$ cat src/sv/jstp_pkg.sv
// ----------------------------------------------------------------------------
// jstp_pkg
// Shared codes, result type and small lexer helpers for the JSON tokenizer.
// ----------------------------------------------------------------------------
package jstp_pkg;

  // Event codes
  localparam logic [3:0] EV_ARR_BEGIN  = 4'd0;
  localparam logic [3:0] EV_ARR_END    = 4'd1;
  localparam logic [3:0] EV_DICT_BEGIN = 4'd2;
  localparam logic [3:0] EV_DICT_END   = 4'd3;
  localparam logic [3:0] EV_INT        = 4'd4;
  localparam logic [3:0] EV_FLOAT_END  = 4'd5;
  localparam logic [3:0] EV_STR_CHAR   = 4'd6;
  localparam logic [3:0] EV_STR_END    = 4'd7;
  localparam logic [3:0] EV_NUM_CHAR   = 4'd8;
  localparam logic [3:0] EV_DOC_END    = 4'd9;

  // Expect-states (bits 2:0) and non-empty flag (bit 3)
  localparam logic [2:0] ST_OBJ       = 3'd0;
  localparam logic [2:0] ST_ARR_ITEM  = 3'd1;
  localparam logic [2:0] ST_ARR_COMMA = 3'd2;
  localparam logic [2:0] ST_KEY       = 3'd3;
  localparam logic [2:0] ST_COLON     = 3'd4;
  localparam logic [2:0] ST_DVAL      = 3'd5;
  localparam logic [2:0] ST_DCOMMA    = 3'd6;

  // Lexer modes
  localparam logic [2:0] M_IDLE = 3'd0;
  localparam logic [2:0] M_STR  = 3'd1;
  localparam logic [2:0] M_ESC  = 3'd2;
  localparam logic [2:0] M_DEC  = 3'd3;
  localparam logic [2:0] M_HEX  = 3'd4;
  localparam logic [2:0] M_FLT  = 3'd5;

  localparam logic [7:0] CASE_BIT  = 8'h20;
  localparam logic [7:0] CH_BSLASH = 8'h5C;
  localparam logic [7:0] CH_QUOTE  = 8'h22;

  typedef struct packed {
    logic [3:0]  ev;
    logic        err;
    logic [7:0]  ch;
    logic [31:0] val;
    logic [4:0]  lvl;
    logic        last;
  } result_t;

  function automatic logic is_dec(input logic [7:0] c);
    return (c >= 8'h30) && (c <= 8'h39);
  endfunction

  function automatic logic is_hex(input logic [7:0] c);
    logic [7:0] l;
    l = c | CASE_BIT;
    return is_dec(c) || ((l >= 8'h61) && (l <= 8'h66));
  endfunction

  function automatic logic [3:0] hex_val(input logic [7:0] c);
    logic [7:0] l;
    l = c | CASE_BIT;
    if (is_dec(c)) return 4'(c - 8'h30);
    return 4'(l - 8'h57);
  endfunction

  function automatic logic value_ok(input logic [3:0] s, input logic is_str);
    return (s[2:0] == ST_OBJ) || (s[2:0] == ST_ARR_ITEM) || (s[2:0] == ST_DVAL) ||
           (is_str && (s[2:0] == ST_KEY));
  endfunction

  function automatic logic [3:0] after_value(input logic [3:0] s);
    case (s[2:0])
      ST_ARR_ITEM: return {1'b1, ST_ARR_COMMA};
      ST_KEY:      return {1'b1, ST_COLON};
      ST_DVAL:     return {1'b1, ST_DCOMMA};
      default:     return s;
    endcase
  endfunction

  function automatic result_t mk_res(input logic [3:0] ev, input logic err,
                                     input logic [7:0] ch, input logic [31:0] val,
                                     input logic [4:0] lvl);
    result_t r;
    r.ev   = ev;
    r.err  = err;
    r.ch   = ch;
    r.val  = val;
    r.lvl  = lvl;
    r.last = 1'b0;
    return r;
  endfunction

endpackage

$ cat src/sv/json_stream_tokenizer_parser.sv
// A word's results enter the output queue at the edge that accepts it.
// Throughput: one input word per cycle while in_ready_o is high; each word makes
// 0 to 2 result words, drained one per cycle while out_ready_i is high from a
// 4-entry output queue (set by that queue's port).
// Reset: asynchronous, active low; clears parser control and empties the queue.
// The container stack is not cleared; only entries below the depth are read.
// ----------------------------------------------------------------------------
// json_stream_tokenizer_parser
// Byte-wide streaming JSON lexer and nesting checker with event output.
// ----------------------------------------------------------------------------
module json_stream_tokenizer_parser #(
  parameter int MAX_NESTING = 16,
  parameter int TOKEN_CHARS = 64
) (
  input  logic               clk_i,
  input  logic               rst_ni,
  input  logic               in_valid_i,
  output logic               in_ready_o,
  input  logic [7:0]         input_byte_i,
  input  logic               end_of_input_i,
  output logic               out_valid_o,
  input  logic               out_ready_i,
  output logic [3:0]         event_res_o,
  output logic               error_flag_o,
  output logic [7:0]         char_out_o,
  output logic signed [31:0] int_value_o,
  output logic [4:0]         nesting_level_o,
  output logic               last_of_run_o
);

  localparam int SPW = $clog2(MAX_NESTING + 1);
  localparam int IXW = (MAX_NESTING > 1) ? $clog2(MAX_NESTING) : 1;
  localparam int TLW = $clog2(TOKEN_CHARS);
  localparam logic [TLW-1:0] TLEN_MAX = TLW'(TOKEN_CHARS - 1);
  localparam logic [SPW-1:0] SP_MAX   = SPW'(MAX_NESTING);

  // Parser state. top_q caches the expect-state of the innermost open level
  // (the top level when the depth is zero); saved_q holds the outer levels.
  logic [3:0]     top_q, top_d;
  logic [SPW-1:0] sp_q, sp_d;
  logic [2:0]     mode_q, mode_d;
  logic [TLW-1:0] tlen_q, tlen_d;
  logic [7:0]     prev_q, prev_d;
  logic           exps_q, exps_d;
  logic           neg_q, neg_d;
  logic [31:0]    acc_q, acc_d;
  logic           fail_q, fail_d;

  logic [3:0]     saved_q [MAX_NESTING];
  logic           sv_we;
  logic [3:0]     sv_wdata;
  logic [SPW-1:0] sp_m1;
  logic [3:0]     sv_rdata;

  jstp_pkg::result_t res_d [2];
  logic [1:0]        n_res;

  logic accept;

  assign sp_m1    = sp_q - 1'b1;
  assign sv_rdata = saved_q[sp_m1[IXW-1:0]];
  assign accept   = in_valid_i && in_ready_o;

  // --------------------------------------------------------------------------
  // One-word step: mode handling, optional number finish, then token start
  // or end-of-text check. Results go into res_d in order.
  // --------------------------------------------------------------------------
  always_comb begin
    logic [7:0]  c;
    logic        do_fin, do_ts, do_eoi, ok;
    logic [SPW+4:0] spx;
    c      = input_byte_i;
    do_fin = 1'b0;
    do_ts  = 1'b0;
    do_eoi = 1'b0;
    ok     = 1'b0;
    top_d  = top_q;
    sp_d   = sp_q;
    mode_d = mode_q;
    tlen_d = tlen_q;
    prev_d = prev_q;
    exps_d = exps_q;
    neg_d  = neg_q;
    acc_d  = acc_q;
    fail_d = fail_q;
    sv_we    = 1'b0;
    sv_wdata = top_q;
    n_res    = 2'd0;
    spx      = {5'd0, sp_q};
    res_d[0] = jstp_pkg::mk_res(jstp_pkg::EV_DOC_END, 1'b1, 8'd0, 32'd0, spx[4:0]);
    res_d[1] = res_d[0];

    if (fail_q) begin
      n_res = 2'd1;
    end else if (end_of_input_i) begin
      do_fin = (mode_q >= jstp_pkg::M_DEC);
      do_eoi = 1'b1;
    end else begin
      case (mode_q)
        jstp_pkg::M_STR: begin
          if (c == jstp_pkg::CH_BSLASH) begin
            mode_d = jstp_pkg::M_ESC;
          end else if (c == jstp_pkg::CH_QUOTE) begin
            mode_d = jstp_pkg::M_IDLE;
            res_d[0] = jstp_pkg::mk_res(jstp_pkg::EV_STR_END, 1'b0, 8'd0, 32'd0, spx[4:0]);
            n_res = 2'd1;
            top_d = jstp_pkg::after_value(top_q);
          end else if (tlen_q >= TLEN_MAX) begin
            fail_d = 1'b1;
            n_res  = 2'd1;
          end else begin
            tlen_d = tlen_q + 1'b1;
            res_d[0] = jstp_pkg::mk_res(jstp_pkg::EV_STR_CHAR, 1'b0, c, 32'd0, spx[4:0]);
            n_res = 2'd1;
          end
        end
        jstp_pkg::M_ESC: begin
          mode_d = jstp_pkg::M_STR;
          if (tlen_q >= TLEN_MAX) begin
            fail_d = 1'b1;
            n_res  = 2'd1;
          end else begin
            tlen_d = tlen_q + 1'b1;
            res_d[0] = jstp_pkg::mk_res(jstp_pkg::EV_STR_CHAR, 1'b0, c, 32'd0, spx[4:0]);
            n_res = 2'd1;
          end
        end
        jstp_pkg::M_DEC, jstp_pkg::M_HEX, jstp_pkg::M_FLT: begin
          // Classify the byte as part of the number or as its terminator.
          ok = 1'b0;
          if (mode_q == jstp_pkg::M_DEC) begin
            if (tlen_q == TLW'(1) && prev_q == 8'h30 &&
                (c | jstp_pkg::CASE_BIT) == 8'h78) begin
              mode_d = jstp_pkg::M_HEX;
              ok = 1'b1;
            end else if (c == 8'h2E) begin
              mode_d = jstp_pkg::M_FLT;
              exps_d = 1'b0;
              ok = 1'b1;
            end else if (jstp_pkg::is_dec(c)) begin
              acc_d = (acc_q << 3) + (acc_q << 1) + {28'd0, 4'(c - 8'h30)};
              ok = 1'b1;
            end
          end else if (mode_q == jstp_pkg::M_HEX) begin
            if (jstp_pkg::is_hex(c)) begin
              acc_d = {acc_q[27:0], jstp_pkg::hex_val(c)};
              ok = 1'b1;
            end
          end else begin
            if (jstp_pkg::is_dec(c)) begin
              ok = 1'b1;
            end else if ((c | jstp_pkg::CASE_BIT) == 8'h65) begin
              if (exps_q) begin
                fail_d = 1'b1;
                n_res  = 2'd1;
              end else begin
                exps_d = 1'b1;
                ok = 1'b1;
              end
            end else if (c == 8'h2B || c == 8'h2D) begin
              if ((prev_q | jstp_pkg::CASE_BIT) == 8'h65) begin
                ok = 1'b1;
              end else begin
                fail_d = 1'b1;
                n_res  = 2'd1;
              end
            end
          end
          if (ok) begin
            if (tlen_q >= TLEN_MAX) begin
              fail_d = 1'b1;
              n_res  = 2'd1;
            end else begin
              tlen_d = tlen_q + 1'b1;
              prev_d = c;
              res_d[0] = jstp_pkg::mk_res(jstp_pkg::EV_NUM_CHAR, 1'b0, c, 32'd0, spx[4:0]);
              n_res = 2'd1;
            end
          end else if (!fail_d) begin
            do_fin = 1'b1;
            do_ts  = 1'b1;
          end
        end
        default: begin
          mode_d = jstp_pkg::M_IDLE;
          do_ts  = 1'b1;
        end
      endcase
    end

    // Finish a pending number: check its last character, emit its event.
    if (do_fin) begin
      ok = (mode_q == jstp_pkg::M_HEX) ? jstp_pkg::is_hex(prev_q) : jstp_pkg::is_dec(prev_q);
      mode_d = jstp_pkg::M_IDLE;
      if (!ok) begin
        fail_d = 1'b1;
        n_res  = 2'd1;
        do_ts  = 1'b0;
        do_eoi = 1'b0;
      end else begin
        if (mode_q == jstp_pkg::M_FLT) begin
          res_d[0] = jstp_pkg::mk_res(jstp_pkg::EV_FLOAT_END, 1'b0, 8'd0, 32'd0, spx[4:0]);
        end else begin
          res_d[0] = jstp_pkg::mk_res(jstp_pkg::EV_INT, 1'b0, 8'd0,
                                      neg_q ? (32'd0 - acc_q) : acc_q, spx[4:0]);
        end
        n_res = 2'd1;
        top_d = jstp_pkg::after_value(top_q);
      end
    end

    // Start a token with this byte.
    if (do_ts) begin
      ok = 1'b1;
      case (c)
        8'h20, 8'h09, 8'h0A, 8'h0B, 8'h0C, 8'h0D: begin
        end
        8'h5B, 8'h7B: begin
          if (!jstp_pkg::value_ok(top_d, 1'b0) || sp_q >= SP_MAX) begin
            ok = 1'b0;
          end else begin
            sv_we    = 1'b1;
            sv_wdata = top_d;
            top_d    = (c == 8'h7B) ? {1'b0, jstp_pkg::ST_KEY} : {1'b0, jstp_pkg::ST_ARR_ITEM};
            sp_d     = sp_q + 1'b1;
            spx      = {5'd0, sp_d};
            res_d[n_res[0]] = jstp_pkg::mk_res((c == 8'h7B) ? jstp_pkg::EV_DICT_BEGIN :
                                               jstp_pkg::EV_ARR_BEGIN, 1'b0, 8'd0, 32'd0,
                                               spx[4:0]);
            n_res = n_res + 2'd1;
          end
        end
        8'h5D, 8'h7D: begin
          if (sp_q == '0) begin
            ok = 1'b0;
          end else if (c == 8'h7D) begin
            ok = (top_d[2:0] == jstp_pkg::ST_DCOMMA) ||
                 (top_d[2:0] == jstp_pkg::ST_KEY && !top_d[3]);
          end else begin
            ok = (top_d[2:0] == jstp_pkg::ST_ARR_COMMA) ||
                 (top_d[2:0] == jstp_pkg::ST_ARR_ITEM && !top_d[3]);
          end
          if (ok) begin
            sp_d  = sp_m1;
            spx   = {5'd0, sp_d};
            top_d = jstp_pkg::after_value(sv_rdata);
            res_d[n_res[0]] = jstp_pkg::mk_res((c == 8'h7D) ? jstp_pkg::EV_DICT_END :
                                               jstp_pkg::EV_ARR_END, 1'b0, 8'd0, 32'd0,
                                               spx[4:0]);
            n_res = n_res + 2'd1;
          end
        end
        8'h2C: begin
          if (top_d[2:0] == jstp_pkg::ST_ARR_COMMA) begin
            top_d = {top_d[3], jstp_pkg::ST_ARR_ITEM};
          end else if (top_d[2:0] == jstp_pkg::ST_DCOMMA) begin
            top_d = {top_d[3], jstp_pkg::ST_KEY};
          end else begin
            ok = 1'b0;
          end
        end
        8'h3A: begin
          if (top_d[2:0] == jstp_pkg::ST_COLON) begin
            top_d = {top_d[3], jstp_pkg::ST_DVAL};
          end else begin
            ok = 1'b0;
          end
        end
        jstp_pkg::CH_QUOTE: begin
          if (jstp_pkg::value_ok(top_d, 1'b1)) begin
            mode_d = jstp_pkg::M_STR;
            tlen_d = '0;
          end else begin
            ok = 1'b0;
          end
        end
        default: begin
          if ((c == 8'h2B || c == 8'h2D || jstp_pkg::is_dec(c)) &&
              jstp_pkg::value_ok(top_d, 1'b0)) begin
            mode_d = jstp_pkg::M_DEC;
            exps_d = 1'b0;
            neg_d  = (c == 8'h2D);
            acc_d  = jstp_pkg::is_dec(c) ? {28'd0, 4'(c - 8'h30)} : 32'd0;
            tlen_d = TLW'(1);
            prev_d = c;
            res_d[n_res[0]] = jstp_pkg::mk_res(jstp_pkg::EV_NUM_CHAR, 1'b0, c, 32'd0,
                                               spx[4:0]);
            n_res = n_res + 2'd1;
          end else begin
            ok = 1'b0;
          end
        end
      endcase
      if (!ok) begin
        fail_d = 1'b1;
        res_d[n_res[0]] = jstp_pkg::mk_res(jstp_pkg::EV_DOC_END, 1'b1, 8'd0, 32'd0, spx[4:0]);
        n_res = n_res + 2'd1;
      end
    end

    // End of text: open string or container is an error.
    if (do_eoi) begin
      if (mode_d == jstp_pkg::M_STR || mode_d == jstp_pkg::M_ESC || sp_q != '0) begin
        fail_d = 1'b1;
        res_d[n_res[0]] = jstp_pkg::mk_res(jstp_pkg::EV_DOC_END, 1'b1, 8'd0, 32'd0, spx[4:0]);
      end else begin
        res_d[n_res[0]] = jstp_pkg::mk_res(jstp_pkg::EV_DOC_END, 1'b0, 8'd0, 32'd0, spx[4:0]);
      end
      n_res = n_res + 2'd1;
    end

    // Mark the last result of this word.
    if (n_res == 2'd2) begin
      res_d[1].last = 1'b1;
    end else if (n_res == 2'd1) begin
      res_d[0].last = 1'b1;
    end
  end

  // Advance the parser state on each accepted word.
  always_ff @(posedge clk_i or negedge rst_ni) begin
    if (!rst_ni) begin
      top_q  <= {1'b0, jstp_pkg::ST_OBJ};
      sp_q   <= '0;
      mode_q <= jstp_pkg::M_IDLE;
      tlen_q <= '0;
      prev_q <= '0;
      exps_q <= 1'b0;
      neg_q  <= 1'b0;
      acc_q  <= '0;
      fail_q <= 1'b0;
    end else if (accept) begin
      top_q  <= top_d;
      sp_q   <= sp_d;
      mode_q <= mode_d;
      tlen_q <= tlen_d;
      prev_q <= prev_d;
      exps_q <= exps_d;
      neg_q  <= neg_d;
      acc_q  <= acc_d;
      fail_q <= fail_d;
    end
  end

  // Save the enclosing level's state on every container open.
  always_ff @(posedge clk_i) begin
    if (accept && sv_we) begin
      saved_q[sp_q[IXW-1:0]] <= sv_wdata;
    end
  end

  // --------------------------------------------------------------------------
  // Output queue: four entries; take a word only with room for two results.
  // --------------------------------------------------------------------------
  jstp_pkg::result_t fifo_q [4];
  logic [1:0] wr_q, rd_q;
  logic [2:0] cnt_q;
  logic       pop;
  logic [2:0] push_n;

  assign in_ready_o  = (cnt_q <= 3'd2);
  assign out_valid_o = (cnt_q != 3'd0);
  assign pop         = out_valid_o && out_ready_i;
  assign push_n      = accept ? {1'b0, n_res} : 3'd0;

  always_ff @(posedge clk_i or negedge rst_ni) begin
    if (!rst_ni) begin
      wr_q  <= '0;
      rd_q  <= '0;
      cnt_q <= '0;
    end else begin
      wr_q  <= wr_q + push_n[1:0];
      rd_q  <= rd_q + {1'b0, pop};
      cnt_q <= cnt_q + push_n - {2'd0, pop};
    end
  end

  always_ff @(posedge clk_i) begin
    if (accept && n_res != 2'd0) begin
      fifo_q[wr_q] <= res_d[0];
    end
    if (accept && n_res == 2'd2) begin
      fifo_q[wr_q + 2'd1] <= res_d[1];
    end
  end

  jstp_pkg::result_t head;
  assign head            = fifo_q[rd_q];
  assign event_res_o     = head.ev;
  assign error_flag_o    = head.err;
  assign char_out_o      = head.ch;
  assign int_value_o     = head.val;
  assign nesting_level_o = head.lvl;
  assign last_of_run_o   = head.last;

`ifndef ASSERT_OFF
  a_cnt_bound: assert property (@(posedge clk_i) disable iff (!rst_ni)
    cnt_q <= 3'd4) else $error("output queue overfilled");

  a_sp_bound: assert property (@(posedge clk_i) disable iff (!rst_ni)
    sp_q <= SP_MAX) else $error("nesting depth beyond limit");

  a_fail_sticky: assert property (@(posedge clk_i) disable iff (!rst_ni)
    fail_q |=> fail_q) else $error("error flag cleared");

  a_err_result: assert property (@(posedge clk_i) disable iff (!rst_ni)
    (out_valid_o && error_flag_o) |->
      (event_res_o == jstp_pkg::EV_DOC_END && char_out_o == 8'd0 && int_value_o == 32'sd0))
    else $error("malformed error result");
`endif

endmodule
$ cat config.mk
export PLATFORM = sky130hd
export DESIGN_NAME = json_stream_tokenizer_parser
export DESIGN_NICKNAME = d
export VERILOG_FILES = /design/src/sv/jstp_pkg.sv /design/src/sv/json_stream_tokenizer_parser.sv
export SDC_FILE = /design/constraint.sdc
export NUM_CORES = 1
export LEC_CHECK = 0
export BUFFER_PORTS_ARGS = -buffer_cell sky130_fd_sc_hd__clkbuf_2
export CAP_MARGIN = 0
export CORE_MARGIN = 5
export CORE_UTILIZATION = 37
export CTS_CLUSTER_SIZE = 40
export DETAILED_ROUTE_END_ITERATION = 16
export MAX_ROUTING_LAYER = met4
export PLACE_DENSITY = 0.48
export SETUP_SLACK_MARGIN = 0.5
export SKIP_CTS_REPAIR_TIMING = 1
export SLEW_MARGIN = 20
export SYNTH_ARGS = -nofsm -noshare
export SYNTH_HDL_FRONTEND = slang
export SYNTH_SLANG_ARGS = --single-unit
$ cat constraint.sdc
create_clock -name clk_i -period 9.2 [get_ports clk_i]
set_input_delay 0 -clock clk_i [delete_from_list [all_inputs] [get_ports clk_i]]
set_output_delay 0 -clock clk_i [all_outputs]
set_load 0.01 [all_outputs]
==> impl_metrics.env <==
export IMPL_tightest_slew_ns=1.026
export IMPL_powerDensity_nw_per_um2=226.4
export IMPL_dp_slack_ns=1.439
export IMPL_crit_family="compound AO/OA/AOI/OAI gates"
export IMPL_p_leak_nw=7.928
export IMPL_die_w_um=242.7
export IMPL_syn_area_um2=20030
export IMPL_r2r_start="mode_q[2]"
export IMPL_setup_viol_count_final=0
export IMPL_worstHoldPathCells=3
export IMPL_critPathKind="input port to flop"
export IMPL_syn_inst=1807
export IMPL_hold_class="input port to flop"
export IMPL_antenna_left=0
export IMPL_ir_worst_vdd_mv=0.2587
export IMPL_start_util_pct=37.30
export IMPL_die_h_um=242.7
export IMPL_rsz0062_at_grt="no"
export IMPL_synth_area_leaders="edfxtp_1 (40%), dfrtp_1 (8.5%), mux4_2 (7.5%)"
export IMPL_setup_slack_ns=1.597
export IMPL_synth_avg_cell_area_um2=11.09
export IMPL_fmax_mhz=131.5
export IMPL_clock_path_buffers=3
export IMPL_wl_per_cell_um=22.79
export IMPL_clock_root_buffer="clkbuf_16"
export IMPL_port_buffers=65
export IMPL_core_area_um2=53710
export IMPL_min_period_over_period_pct=82.64
export IMPL_cts_tree="yes"
export IMPL_period_minus_slack_ns=7.603
export IMPL_drv_cap=0
export IMPL_worstPathRequired_ns=9.42
export IMPL_grt_max_degree=67
export IMPL_drtIter0Drc=1276
export IMPL_cp_arrival_ns=7.83
export IMPL_synth_nets=1904
export IMPL_fp_dieArea_um2=58900
export IMPL_clkLatencyLatePin_ns=0.57
export IMPL_yosysWarnings=0
export IMPL_status="finished, final reports clean"
export IMPL_final_layout_size_suffix_gt1_share_pct=15.33
export IMPL_num_nets_final=1935
export IMPL_path_clk_slew_ns=0.05
export IMPL_synth_ff_type="edfxtp_1"
export IMPL_track_usage_pct=20.16
export IMPL_gp_congestion=0.8950
export IMPL_cpPeakStageDelay_ns=0.85
export IMPL_finalSetupTns_ns=0
export IMPL_syn_to_final_growth_pct=12.10
export IMPL_drc_errors=0
export IMPL_fin_skew_ns=0.03100
export IMPL_synth_edf_count=268
export IMPL_finish_utilization_pct=41.81
export IMPL_crit_fanout=35
export IMPL_first_pass_iters=5
export IMPL_vias=14918
export IMPL_design_area_um2=22460
export IMPL_yosysTopAreaCell="edfxtp_1"
export IMPL_num_rows=85
export IMPL_crit_buf_inv=6
export IMPL_ios=66
export IMPL_numClockSinks=336
export IMPL_post_dp_cell_area_um2=21050
export IMPL_dp_hpwl_um=39760
export IMPL_hold_start="input_byte_i[3]"
export IMPL_drt_vias_per_instance=5.816
export IMPL_htree_levels=2
export IMPL_numCtsBuffers=40
export IMPL_worstPathCellList="dlygate4sd3_1, clkbuf_2, inv_1, ha_1, nor4b_1, a311oi_1, nand2b_1, buf_4, inv_2, a21o_1, a2111oi_4, o21a_1, a211oi_4, or2_2, nor2_1, ha_1, a22o_1, a221o_1, nor2_1, nand3_1, o211ai_4, a21oi_1, o21ai_4, buf_4"
export IMPL_max_slew_margin_pct=30.63
export IMPL_start_kind="input port"
export IMPL_grt_overflow=0
export IMPL_ys_seq_area_share_pct=48.67
export IMPL_grt_antenna_before_repair=3
export IMPL_slowest_stage="o21ai_4"
export IMPL_drt_total_wl_um=58470
export IMPL_hold_path_end="prev_q[3]"
export IMPL_ys_ff_latch=336
export IMPL_timing_rr_end="fifo_q[0][18]"
export IMPL_finalHoldViolations=0
export IMPL_crit_path_end_kind="flop"
export IMPL_grt_pass1_vias=14611
export IMPL_grt_pass1_wl_um=91450
export IMPL_async_reset_ff_share_pct=20.24
export IMPL_synth_top_area_share_pct=40.17
export IMPL_reg2reg_depth=19
export IMPL_r2r_slack_ns=1.89
export IMPL_fillers=5081
export IMPL_slew_viol_final=0
export IMPL_ys_types=93
==> worst max-delay path by stage <==
stage	from	end	cells after the start
2_1_floorplan	mode_q[2]	fifo_q[3][0]	19
3_3_place_gp	input_byte_i[0]	fifo_q[0][16]	23
3_5_place_dp	input_byte_i[0]	fifo_q[0][16]	23
4_1_cts	mode_q[2]	fifo_q[0][18]	19
5_1_grt	input_byte_i[0]	fifo_q[0][18]	24
6_report	input_byte_i[1]	fifo_q[0][18]	24
==> Yosys cell counts, types with 35 or more instances <==
master and instances:
edfxtp_1 268, nor2_1 243, nand2_1 136, a21oi_1 113, o21ai_0 92, clkbuf_1 85, ha_1 81, dfrtp_1 68
mux4_2 67, mux2i_1 55, nand3_1 37, xor2_1 37, xnor2_1 35
==> worst register-to-register path, stage by stage, from the launching register on <==
cell,delay (ns)
dfrtp_1,0.64
nand3b_1,0.17
buf_4,0.29
o311a_1,0.27
o21ai_2,0.11
o31a_4,0.40
a2111oi_4,0.75
o21a_1,0.41
a211oi_4,0.13
or2_2,0.37
nor2_1,0.14
ha_1,0.25
a22o_1,0.22
a221o_1,0.32
nor2_1,0.18
nand3_1,0.24
o211ai_4,0.40
a21oi_1,0.30
o21ai_4,0.85
buf_4,0.52
==> report_power, final <==
part | leakage (nW) | switching (mW) | internal, mW | total (mW)
logic | 4.00 | 0.905 | 0.615 | 1.52
clock network | 0.626 | 0.663 | 0.923 | 1.59
registers | 3.31 | 0.169 | 1.81 | 1.98
==> layout by cell type (no fill, tap or decap), types with 11 or more instances in the layout <==
| master | instances |
|---|---|
| inv_1 | 32 |
| o21ai_0 | 90 |
| or2_2 | 11 |
| a31oi_1 | 26 |
| mux2i_1 | 55 |
| clkbuf_16 | 40 |
| o211ai_1 | 18 |
| a21o_1 | 17 |
| o31ai_1 | 17 |
| nor2b_1 | 12 |
| nand2_1 | 136 |
| edfxtp_1 | 268 |
| dfrtp_1 | 66 |
| nand3_1 | 37 |
| xnor2_1 | 35 |
| a21oi_1 | 113 |
| ha_1 | 81 |
| nor3_1 | 31 |
| mux4_2 | 67 |
| xor2_1 | 37 |
| nor2_1 | 243 |
| or3_1 | 13 |
| clkbuf_2 | 64 |
| and2_1 | 17 |
| buf_4 | 30 |
| a211oi_1 | 16 |
| o22a_1 | 12 |
| o22ai_1 | 25 |
==> state kept, by name, summed over array words and instances, names as in the netlist <==
register	flops
fifo_q	204
saved_q	64
acc_q	32
prev_q	8
tlen_q	6
sp_q	5
top_q	4
cnt_q	3
mode_q	3
rd_q	2
wr_q	2
exps_q	1
fail_q	1
neg_q	1
==> through the flow <==
step / hold WS (ns) / total power, mW / std cells
3_5_place_dp: -0.1922 / 3.547 / 2483
3_3_place_gp: -0.1907 / 3.536 / 2483
5_1_grt: 0.008019 / 5.374 / 2565
2_1_floorplan: -0.2956 / 3.014 / 1807
6_report: 0.01273 / 5.084 / 2565
4_1_cts: -0.7818 / 5.149 / 2553
==> routing by layer <==
metal	GRT usage [%]	routed length [µm]	vias up	part of all wire (%)
li1	-	-	6960	-
met1	29.29	27930	7434	48
met2	30.26	26510	443	45
met3	2.882	2914	81	5.0
met4	4.589	1117	0	1.9
met5	-	0	-	0
==> kinds of logic after synthesis <==
family | after synthesis | synth area share (%)
AO/OA/AOI/OAI | 449 | 15.14
XOR/XNOR | 72 | 3.148
adder cells (fa/ha/maj) | 84 | 5.359
buffers and inverters | 150 | 3.085
flip-flops | 336 | 48.67
multiplexers | 132 | 10.84
AND/OR/NAND/NOR | 584 | 13.76
==> area by class of cell <==
class | count | area, µm² | share of cell area (%)
multi-input cells | 1321 | 9751 | 43.42
inverters | 35 | 133.9 | 0.5961
diodes | 3 | 7.507 | 0.03343
flip-flops and latches | 336 | 9754 | 43.43
clock buffers | 49 | 1035 | 4.607
clock inverters | 21 | 259.0 | 1.153
well taps | 696 | 870.8 | 3.878
repair buffers | 104 | 646.9 | 2.880
Power figures use the tool's default switching activity.
